--- src/rtl/core/wvma_pkg.sv ---
// wvma_pkg: shared types and constants for the windowed vector moving average
// no dependencies
package wvma_pkg;

  localparam int MaxWindowDefault = 64;
  localparam int MaxDimDefault    = 16;
  localparam int SampleWidth      = 24;
  localparam int CfgWidth         = 7;
  localparam int IndexWidth       = 4;
  localparam int StampWidth       = 32;
  localparam logic [CfgWidth-1:0] WindowReset = 7'd50;

  localparam logic OpSample = 1'b0;
  localparam logic OpTick   = 1'b1;

  typedef struct packed {
    logic                          op;
    logic signed [SampleWidth-1:0] sample_value;
    logic                          end_of_frame;
    logic [StampWidth-1:0]         tick_stamp;
  } in_item_t;

  typedef struct packed {
    logic signed [SampleWidth-1:0] mean_value;
    logic [IndexWidth-1:0]         element_index;
    logic                          last_element;
    logic [StampWidth-1:0]         result_tick;
  } out_item_t;

endpackage

--- src/rtl/core/wvma_div.sv ---
// wvma_div: shared restoring divider, signed dividend by unsigned divisor,
// one quotient bit per cycle, truncation toward zero; uses wvma_pkg
module wvma_div #(
  parameter int NumWidth = 32,
  parameter int DenWidth = 8
) (
  input  logic                       clk,
  input  logic                       rst,
  input  logic                       start,
  input  logic signed [NumWidth-1:0] num,
  input  logic [DenWidth-1:0]        den,
  output logic                       done,
  output logic signed [NumWidth-1:0] quo
);
  import wvma_pkg::*;

  localparam int CntWidth = $clog2(NumWidth + 1);

  logic [NumWidth-1:0] mag;
  logic [DenWidth:0]   rem;
  logic [DenWidth-1:0] dv;
  logic                neg;
  logic [CntWidth-1:0] cnt;
  logic                busy;
  logic [DenWidth:0]   rem_sh;
  logic [DenWidth:0]   rem_sub;

  assign rem_sh  = {rem[DenWidth-1:0], mag[NumWidth-1]};
  assign rem_sub = rem_sh - {1'b0, dv};

  always_ff @(posedge clk) begin
    if (rst) begin
      busy <= 1'b0;
      done <= 1'b0;
      cnt  <= '0;
    end else begin
      done <= 1'b0;
      if (start) begin
        busy <= 1'b1;
        mag  <= num[NumWidth-1] ? (-num) : num;
        neg  <= num[NumWidth-1];
        dv   <= den;
        rem  <= '0;
        cnt  <= CntWidth'(NumWidth);
      end else if (busy) begin
        if (rem_sub[DenWidth]) begin
          rem <= rem_sh;
          mag <= {mag[NumWidth-2:0], 1'b0};
        end else begin
          rem <= rem_sub;
          mag <= {mag[NumWidth-2:0], 1'b1};
        end
        cnt <= cnt - 1'b1;
        if (cnt == CntWidth'(1)) begin
          busy <= 1'b0;
          done <= 1'b1;
        end
      end
    end
  end

  // mag holds the quotient magnitude once finished
  assign quo = neg ? -$signed(mag) : $signed(mag);
endmodule

--- config.mk ---
export PLATFORM = sky130hd
export DESIGN_NAME = wvma_div
export DESIGN_NICKNAME = d
export VERILOG_FILES = /design/src/rtl/core/wvma_pkg.sv /design/src/rtl/core/wvma_div.sv
export SDC_FILE = /design/constraint.sdc
export NUM_CORES = 1
export LEC_CHECK = 0
export BUFFER_PORTS_ARGS = -buffer_cell sky130_fd_sc_hd__buf_2
export CAP_MARGIN = 30
export CORE_ASPECT_RATIO = 2
export CORE_MARGIN = 4
export CORE_UTILIZATION = 58
export CTS_BUF_LIST = sky130_fd_sc_hd__clkbuf_4 sky130_fd_sc_hd__clkbuf_8
export DETAILED_ROUTE_END_ITERATION = 8
export PLACE_DENSITY_LB_ADDON = 0.1
export SYNTH_ARGS = -nofsm -noshare
export SYNTH_HDL_FRONTEND = slang
export SYNTH_SLANG_ARGS = --single-unit
--- constraint.sdc ---
create_clock -name clk -period 3.57 [get_ports clk]
set_input_delay 0.357 -clock clk [delete_from_list [all_inputs] [get_ports clk]]
set_output_delay 0.357 -clock clk [all_outputs]
set_load 0.02 [all_outputs]
After elaboration in Yosys (flattened, before gate mapping)

Cells that the tools add are included.

Reductions and logical operators: 5
Muxes and demuxes: 13
Multiply operators: 0
Bitwise gates (word level): 2
Order comparisons: 0
Shift operators: 0
Add/sub/neg operators: 4
Divide/modulo/power cells: 0
Eq/ne operators: 1

Operator list:

| cell                  | count |
|---|---|
| $mux W32              | 4 |
| $neg A32 Y32          | 2 |
| $mux W8               | 2 |
| $mux W6               | 2 |
| $sub A9 B8 Y9         | 1 |
| $eq A6 B1 Y1 const B  | 1 |
| $sub A6 B1 Y6 const B | 1 |
| $mux W1               | 5 |
| $reduce_and A2 Y1     | 2 |
| $reduce_or A3 Y1      | 1 |
| $not A1 Y1            | 2 |
| $reduce_bool A2 Y1    | 1 |
| $reduce_or A2 Y1      | 1 |

Input port bits: 43
Memory bits (writable): 0
Bits in registers: 57
Memory bits (read-only): 0
Word-level logic and storage cells: 33
Output and inout port bits: 33
Latch bits: 0
Memories: 0

Depth between registers and ports, before layout

Gate-level depths: netlist of the first run.

Depth after elaboration: 4
Gate-level depth with buffers: 9
Mapped depth without buffers: 8

Least setup slack after synthesis of the first run

No wires, ideal clock.

Path type: input -> register
Start: in start
End: reg mag[0] (enable)
Data required time: 3.117 ns
Setup time: 0.453 ns
Buffers on the path: 1
Stages on the path: 3
Path slack: 0.333 ns
Arrival: 2.784 ns
Cell sequence: clkbuf_1 inv_1 a21oi_1

Longest elaborated chain between the ends: 2

RTL lines:

| what                         | line           | source |
|---|---|---|
| start: declaration           | wvma_div.sv:9  | `input logic start,` |
| $reduce_bool A2 Y1 (no line) | n/a            |  |
| $reduce_and A2 Y1 (no line)  | n/a            |  |
| end signal: assignment       | wvma_div.sv:40 | `mag <= num[NumWidth-1] ? (-num) : num;` |
| end signal: assignment       | wvma_div.sv:48 | `mag <= {mag[NumWidth-2:0], 1'b0};` |
| end signal: assignment       | wvma_div.sv:51 | `mag <= {mag[NumWidth-2:0], 1'b1};` |
| end: declaration             | wvma_div.sv:19 | `logic [NumWidth-1:0] mag;` |

Every way passes these cells.
A chain may end at the register's enable or synchronous reset.

Worst setup path in the final report of the first run

Start: reg mag[5]
End: out quo[22]

Longest elaborated chain between the ends: 2

RTL lines:

| what             | line           | source |
|---|---|---|
| $neg A32 Y32     | wvma_div.sv:63 | `assign quo = neg ? -$signed(mag) : $signed(mag);` |
| $mux W32         | wvma_div.sv:63 |  |
| end: declaration | wvma_div.sv:13 | `output logic signed [NumWidth-1:0] quo` |

Every way passes these cells.

==> results of run 1 <==
[layout make-up]
cell class | instances | share of cell area [%]
clock buffers | 9 | 2.638
clock inverters | 7 | 1.812
inverters | 21 | 1.679
multi-input cells | 327 | 48.31
flip-flops and latches | 57 | 34.75
well taps | 88 | 2.345
repair buffers | 78 | 8.473
[how the worst max path moves through the flow]
stage | from | endpoint | slack, ps | depth (start not counted)
finish | mag[5] | quo[22] | 490 | 6
global route | mag[4] | quo[22] | 380 | 6
CTS | mag[5] | quo[22] | 480 | 6
detailed placement | mag[5] | quo[22] | 880 | 6
global placement | mag[5] | quo[22] | 910 | 6
floorplan | start | mag[0] | 330 | 3
[sequential cells by signal, summed over array words and instances, names as in the netlist]
register,flops
busy,1
rem,8
neg,1
mag,32
done,1
cnt,6
dv,8
[power groups by stage]
| stage | registers (uW) | logic, uW | clock network, uW |
|---|---|---|---|
| final | 849 | 506 | 646 |
| after CTS | 848 | 505 | 659 |
| after global routing | 856 | 553 | 691 |
| after detailed placement | 862 | 501 | 0 |
| after global placement | 860 | 491 | 0 |
| after floorplan | 842 | 353 | 0 |
[Yosys cell counts (3+ instances only)]
cell,n
edfxtp_1,49
a21oi_1,46
nor2_1,36
xnor2_1,35
xor2_1,29
o31ai_1,24
inv_1,21
nand2_1,20
o21ai_0,19
clkbuf_1,15
ha_1,12
nor3_1,12
or3_1,10
dfxtp_1,8
o21ai_1,8
nand2b_1,7
o41ai_1,7
nor4_1,5
or4_1,5
a311oi_1,3
and3_1,3
nand3b_1,3
nor2b_1,3
nor4_2,3
o211ai_1,3
[worst max-delay path, delay by kind of cell (launching register included)]
| family | cells | cell delay (ps) |
|---|---|---|
| flops | 1 | 440 |
| simple gates | 3 | 1220 |
| buf+inv | 1 | 200 |
| compound gates | 1 | 360 |
| xor+xnor | 1 | 170 |
[stage by stage]
step	total power, uW	setup slack (ps)	area, um^2	hold WS [ps]	utilization [%]
after global routing	2100	377.9	4696	167.4	69.81
after global placement	1351	907.6	4487	476.6	66.70
after detailed placement	1362	878.2	4487	480.7	66.70
after floorplan	1195	332.9	4044	426.1	-
after CTS	2012	478.0	4696	172.1	69.81
final	2000	490.0	4696	184.2	69.81
[per-layer routing]
| layer | up-vias | share of wire (%) | wire, um |
|---|---|---|---|
| met2 | 114 | 53 | 5433 |
| met4 | 0 | 5.1 | 528 |
| met1 | 1656 | 37 | 3798 |
| met5 | - | 0 | 0 |
| li1 | 1718 | - | - |
| met3 | 33 | 4.9 | 499 |
[cell families (layout without fill, tap and decap cells)]
kind of cell | Yosys count | in the layout
AO/OA/AOI/OAI | 123 | 123
XOR/XNOR | 64 | 64
multiplexers | 2 | 2
adder cells (fa/ha/maj) | 13 | 13
flip-flops | 57 | 57
buffers and inverters | 40 | 115
AND/OR/NAND/NOR | 125 | 125
==> reports/qor.yml, run 1 <==
outcome: "completed"
synth_cell_types: 58
fin_crit_sh_pct: 86.27
tns_ps: 0
cp-end-kind: "output port"
relSlewSlack_pct: 33.53
ir_drop_mv: 0.3017
gp_congestion: 0.8224
ff2ff_path_depth: 8
synth-xor-area-share_pct: 13.86
hp-start: "den[5]"
clock_path_buffers: 2
worst_setup_path_start_kind: "register"
regToRegStartpoint: "mag[31]"
grt_antenna_before_repair: 0
ys_seq_elements: 57
hold_viol: 0
synth_edf_count: 49
mostFrequentLayoutCell: "buf_2"
syn_nets: 480
vias: 3521
track_usage_pct: 25.86
hold_path_class: "in2reg"
pwr-share-seq_pct: 42.4
grt-ovfl-total: 0
synth_simple_gate_area_share_pct: 17.48
drc: 0
crit_type: "reg2out"
ys_warn_count: 0
use_met2_pct: 44.37
grt_use_met1_pct: 28.33
fin_crit_ps: 3080
syn_area_per_cell_um2: 9.537
cts_resized: 0
grt.met3_usage_pct: 5.258
final_cells: 587
yosysSeqAreaShare_pct: 40.35
p_comb_share_pct: 25.3
grt_pass1_vias: 3553
firstDrtPassIters: 5
drt-initial-drc-count: 218
layout.nets: 550
clock.fmax_mhz: 324.7
ios: 76
worstPathCellList: "or4_4 -> nor3_1 -> nand2_1 -> o41ai_1 -> xnor2_1 -> buf_2"
clkTransAtPathRegs_ps: 60
synth_compound_area_share_pct: 19.65
slowest_delay_ps: 600
power_frac_clock_pct: 32.3
muxShareOfSynthArea_pct: 0.6188
routed_wl_um: 10260
final_antenna_net_count: 0
worstPathArrival_ps: 2720
slew_viol_final: 0
synthAdderAreaFrac_pct: 4.208
dieArea_um2: 8453
min_to: "dv[5]"
tightest_slew_ps: 997.1
dp_cells: 571
cts_setup_buffers: 0
power_density_nw_per_um2: 426.0
fp.dieH_um: 126.1
finalSetupViolCount: 0
grt_max_degree: 73
holdPathStages: 1
p_int_uw: 1378
rsz0062_at_grt: "no"
syn_area_um2: 4044
critPathMaxFanout: 5
synth_top_area_share_pct: 36.39
portBuffers: 75
drive_gt1_share_pct: 21.84
clock-root-buffer: "clkbuf_8"
layout_common_cells: "buf_2 (75), edfxtp_1 (49), a21oi_1 (45)"
synthFlopType: "edfxtp_1"
rows: 42
switching_share_pct: 31.13
hold_buffers: 0
cts_tree: "built"
fp.dieW_um: 67.05
layout.area.seq_um2: 1632
slowest_stage: "or4_4"
coreArea_um2: 6726
netSwitchingPower_uw: 622.8
grt_most_used_layer: "met2"
maxCapViolations: 0
synthCells: 424
multi_input_area_um2: 2268
dpl.hpwl_um: 7666
diodes: 0
numCtsBuffers: 9
htree_levels: 3
clk-insertion-delay-late_ps: 350
r2r-end: "rem[0]"
start_util_pct: 60.12
clock-sinks: 57
nFillCells: 584
grt_pass1_wl_um: 16820
async_flop_share_pct: 0
p_leak_uw: 0.001810
regToRegSetupSlack_ps: 850
wl_per_cell_um: 17.48
synth_area_leaders: "edfxtp_1 (36%), xnor2_1 (7.6%), xor2_1 (6.3%)"
vias_per_cell: 5.998
synth_top_area_cell: "edfxtp_1"
finClkSkew_ps: 5.819
synthToLayoutAreaGrowth_pct: 16.12
synth_top_family_by_area: "compound AO/OA/AOI/OAI gates"
critPathRequiredTime_ps: 3210
No activity file was read; power rests on OpenSTA's default activity.
==> inputs of run 2 (changes only) <==
- CORE_MARGIN: 4 -> default
==> run 2 against run 1 <==
  * Cell count grew 0.17%
  * Sequential power barely moved
  * Sequential share of layout area up 0.12 points
  * Core utilization increased by 0.31 points
  * Non-clock buffer count is 1 higher
  * Total power fell by 4.0%
  * Fmax increased by 2.9%
  * Clock power fell by 12%
  * Critical path type unchanged
  * Largest cell class unchanged
==> reports/qor.yml, run 2 (synthesis results as in run 1) <==
p_int_uw: 1306
relSlewSlack_pct: 33.38
rsz0062_at_grt: "no"
clkTransAtPathRegs_ps: 70
fin_crit_sh_pct: 83.84
fp.dieH_um: 120.1
gp_congestion: 0.8341
clock-root-buffer: "clkbuf_8"
slew_viol_final: 0
worstSetupStartpoint: "mag[4]"
clock-sinks: 57
fin_crit_ps: 2993
netSwitchingPower_uw: 613.6
mostFrequentLayoutCell: "buf_2"
ir_drop_mv: 0.3675
ios: 76
firstDrtPassIters: 4
diodes: 0
grt_antenna_before_repair: 0
worstPathArrival_ps: 2640
drc: 0
dieArea_um2: 7331
htree_levels: 3
track_usage_pct: 29.43
hold_path_class: "in2reg"
p_leak_uw: 0.001799
grt-ovfl-total: 0
cp-end-kind: "output port"
power_density_nw_per_um2: 410.3
vias: 3459
vias_per_cell: 5.883
power_frac_clock_pct: 29.7
regToRegStartpoint: "mag[31]"
routed_wl_um: 9936
finClkSkew_ps: 10.77
crit_type: "reg2out"
cts_resized: 0
hold_buffers: 0
start_util_pct: 60.59
ff2ff_path_depth: 8
final_antenna_net_count: 0
grt_max_degree: 73
switching_share_pct: 31.96
fin_util_pct: 70.12
top_regs: "mag: 32 flops, dv: 8 flops, rem: 8 flops"
dp_cells: 572
tns_ps: 0
regToRegSetupSlack_ps: 850
crit_end: "quo[13]"
final_cells: 588
layout_common_cells: "buf_2 (75), edfxtp_1 (49), a21oi_1 (45)"
worst_setup_path_start_kind: "register"
pwr-share-seq_pct: 44.2
maxCapViolations: 0
regMostFlops: "mag"
clk-insertion-delay-late_ps: 350
largest_reg_flops: 32
coreArea_um2: 6674
p_comb_share_pct: 26.1
drt-initial-drc-count: 193
r2r-end: "rem[4]"
clock.fmax_mhz: 334.1
critPathRequiredTime_ps: 3210
critPathMaxFanout: 5
finalSetupViolCount: 0
rows: 42
synthToLayoutAreaGrowth_pct: 15.72
grt_pass1_vias: 3309
wl_per_cell_um: 16.90
drive_gt1_share_pct: 21.80
cts_tree: "built"
layout.nets: 551
fp.dieW_um: 61.05
outcome: "completed"
cts_setup_buffers: 0
clock_path_buffers: 2
portBuffers: 75
dpl.hpwl_um: 7486
numCtsBuffers: 9
grt_pass1_wl_um: 15670
tightest_slew_ps: 999.3
hold_viol: 0
run 2: cell count changes in the layout (fill, tap and decap cells not counted):
| cell | change |
|---|---|
| clkinv_1 | +1 |
| bufinv_16 | -1 |
| buf_4 | +1 |
| clkinv_2 | -1 |
| clkinvlp_4 | +1 |
run 2: layout make-up:
class	count	area [um^2]
clock buffers	9	123.9
clock inverters	7	61.31
fillers	589	1994
inverters	21	78.83
multi-input cells	327	2268
flip-flops and latches	57	1632
well taps	88	110.1
repair buffers	79	405.4
run 2: critical path, cell delays in order (launching register included):
cell      delay [ps]
edfxtp_1         450
or4_4            580
nor4_2           320
nand2_1          170
o41ai_1          410
xnor2_1          190
buf_2            190
run 2: worst min path at each step:
stage                 from  endpoint  slack [ps]  depth (start not counted)
finish              den[0]     dv[0]         180                          1
global placement    cnt[0]    cnt[0]         480                          2
detailed placement  cnt[0]    cnt[0]         480                          2
CTS                 den[0]     dv[0]         170                          1
global route        den[6]     dv[6]         170                          1
floorplan              rst    cnt[5]         430                          1
run 2: power groups by stage:
stage	combinational [uW]	clock (uW)	sequential, uW
2_1_floorplan	353	0	842
3_3_place_gp	488	0	860
3_5_place_dp	498	0	862
4_1_cts	502	581	848
5_1_grt	549	610	856
6_report	501	571	848
run 2: per-layer routing:
metal / share of wire [%] / GRT usage [%]
met1: 37 / 30.74
met2: 55 / 51.63
met3: 4.3 / 7.004
met4: 3.3 / 14.91
met5: 0 / 0
run 2: metrics by stage:
step / setup slack, ps / instance area, um^2 / hold WS [ps] / total power, uW
after floorplan: 332.9 / 4044 / 426.1 / 1195
after global placement: 996.6 / 4494 / 481.1 / 1347
after detailed placement: 876.1 / 4494 / 484.9 / 1360
after CTS: 569.2 / 4679 / 166.2 / 1931
after global routing: 413.1 / 4679 / 170.5 / 2016
final: 576.9 / 4679 / 181.4 / 1920
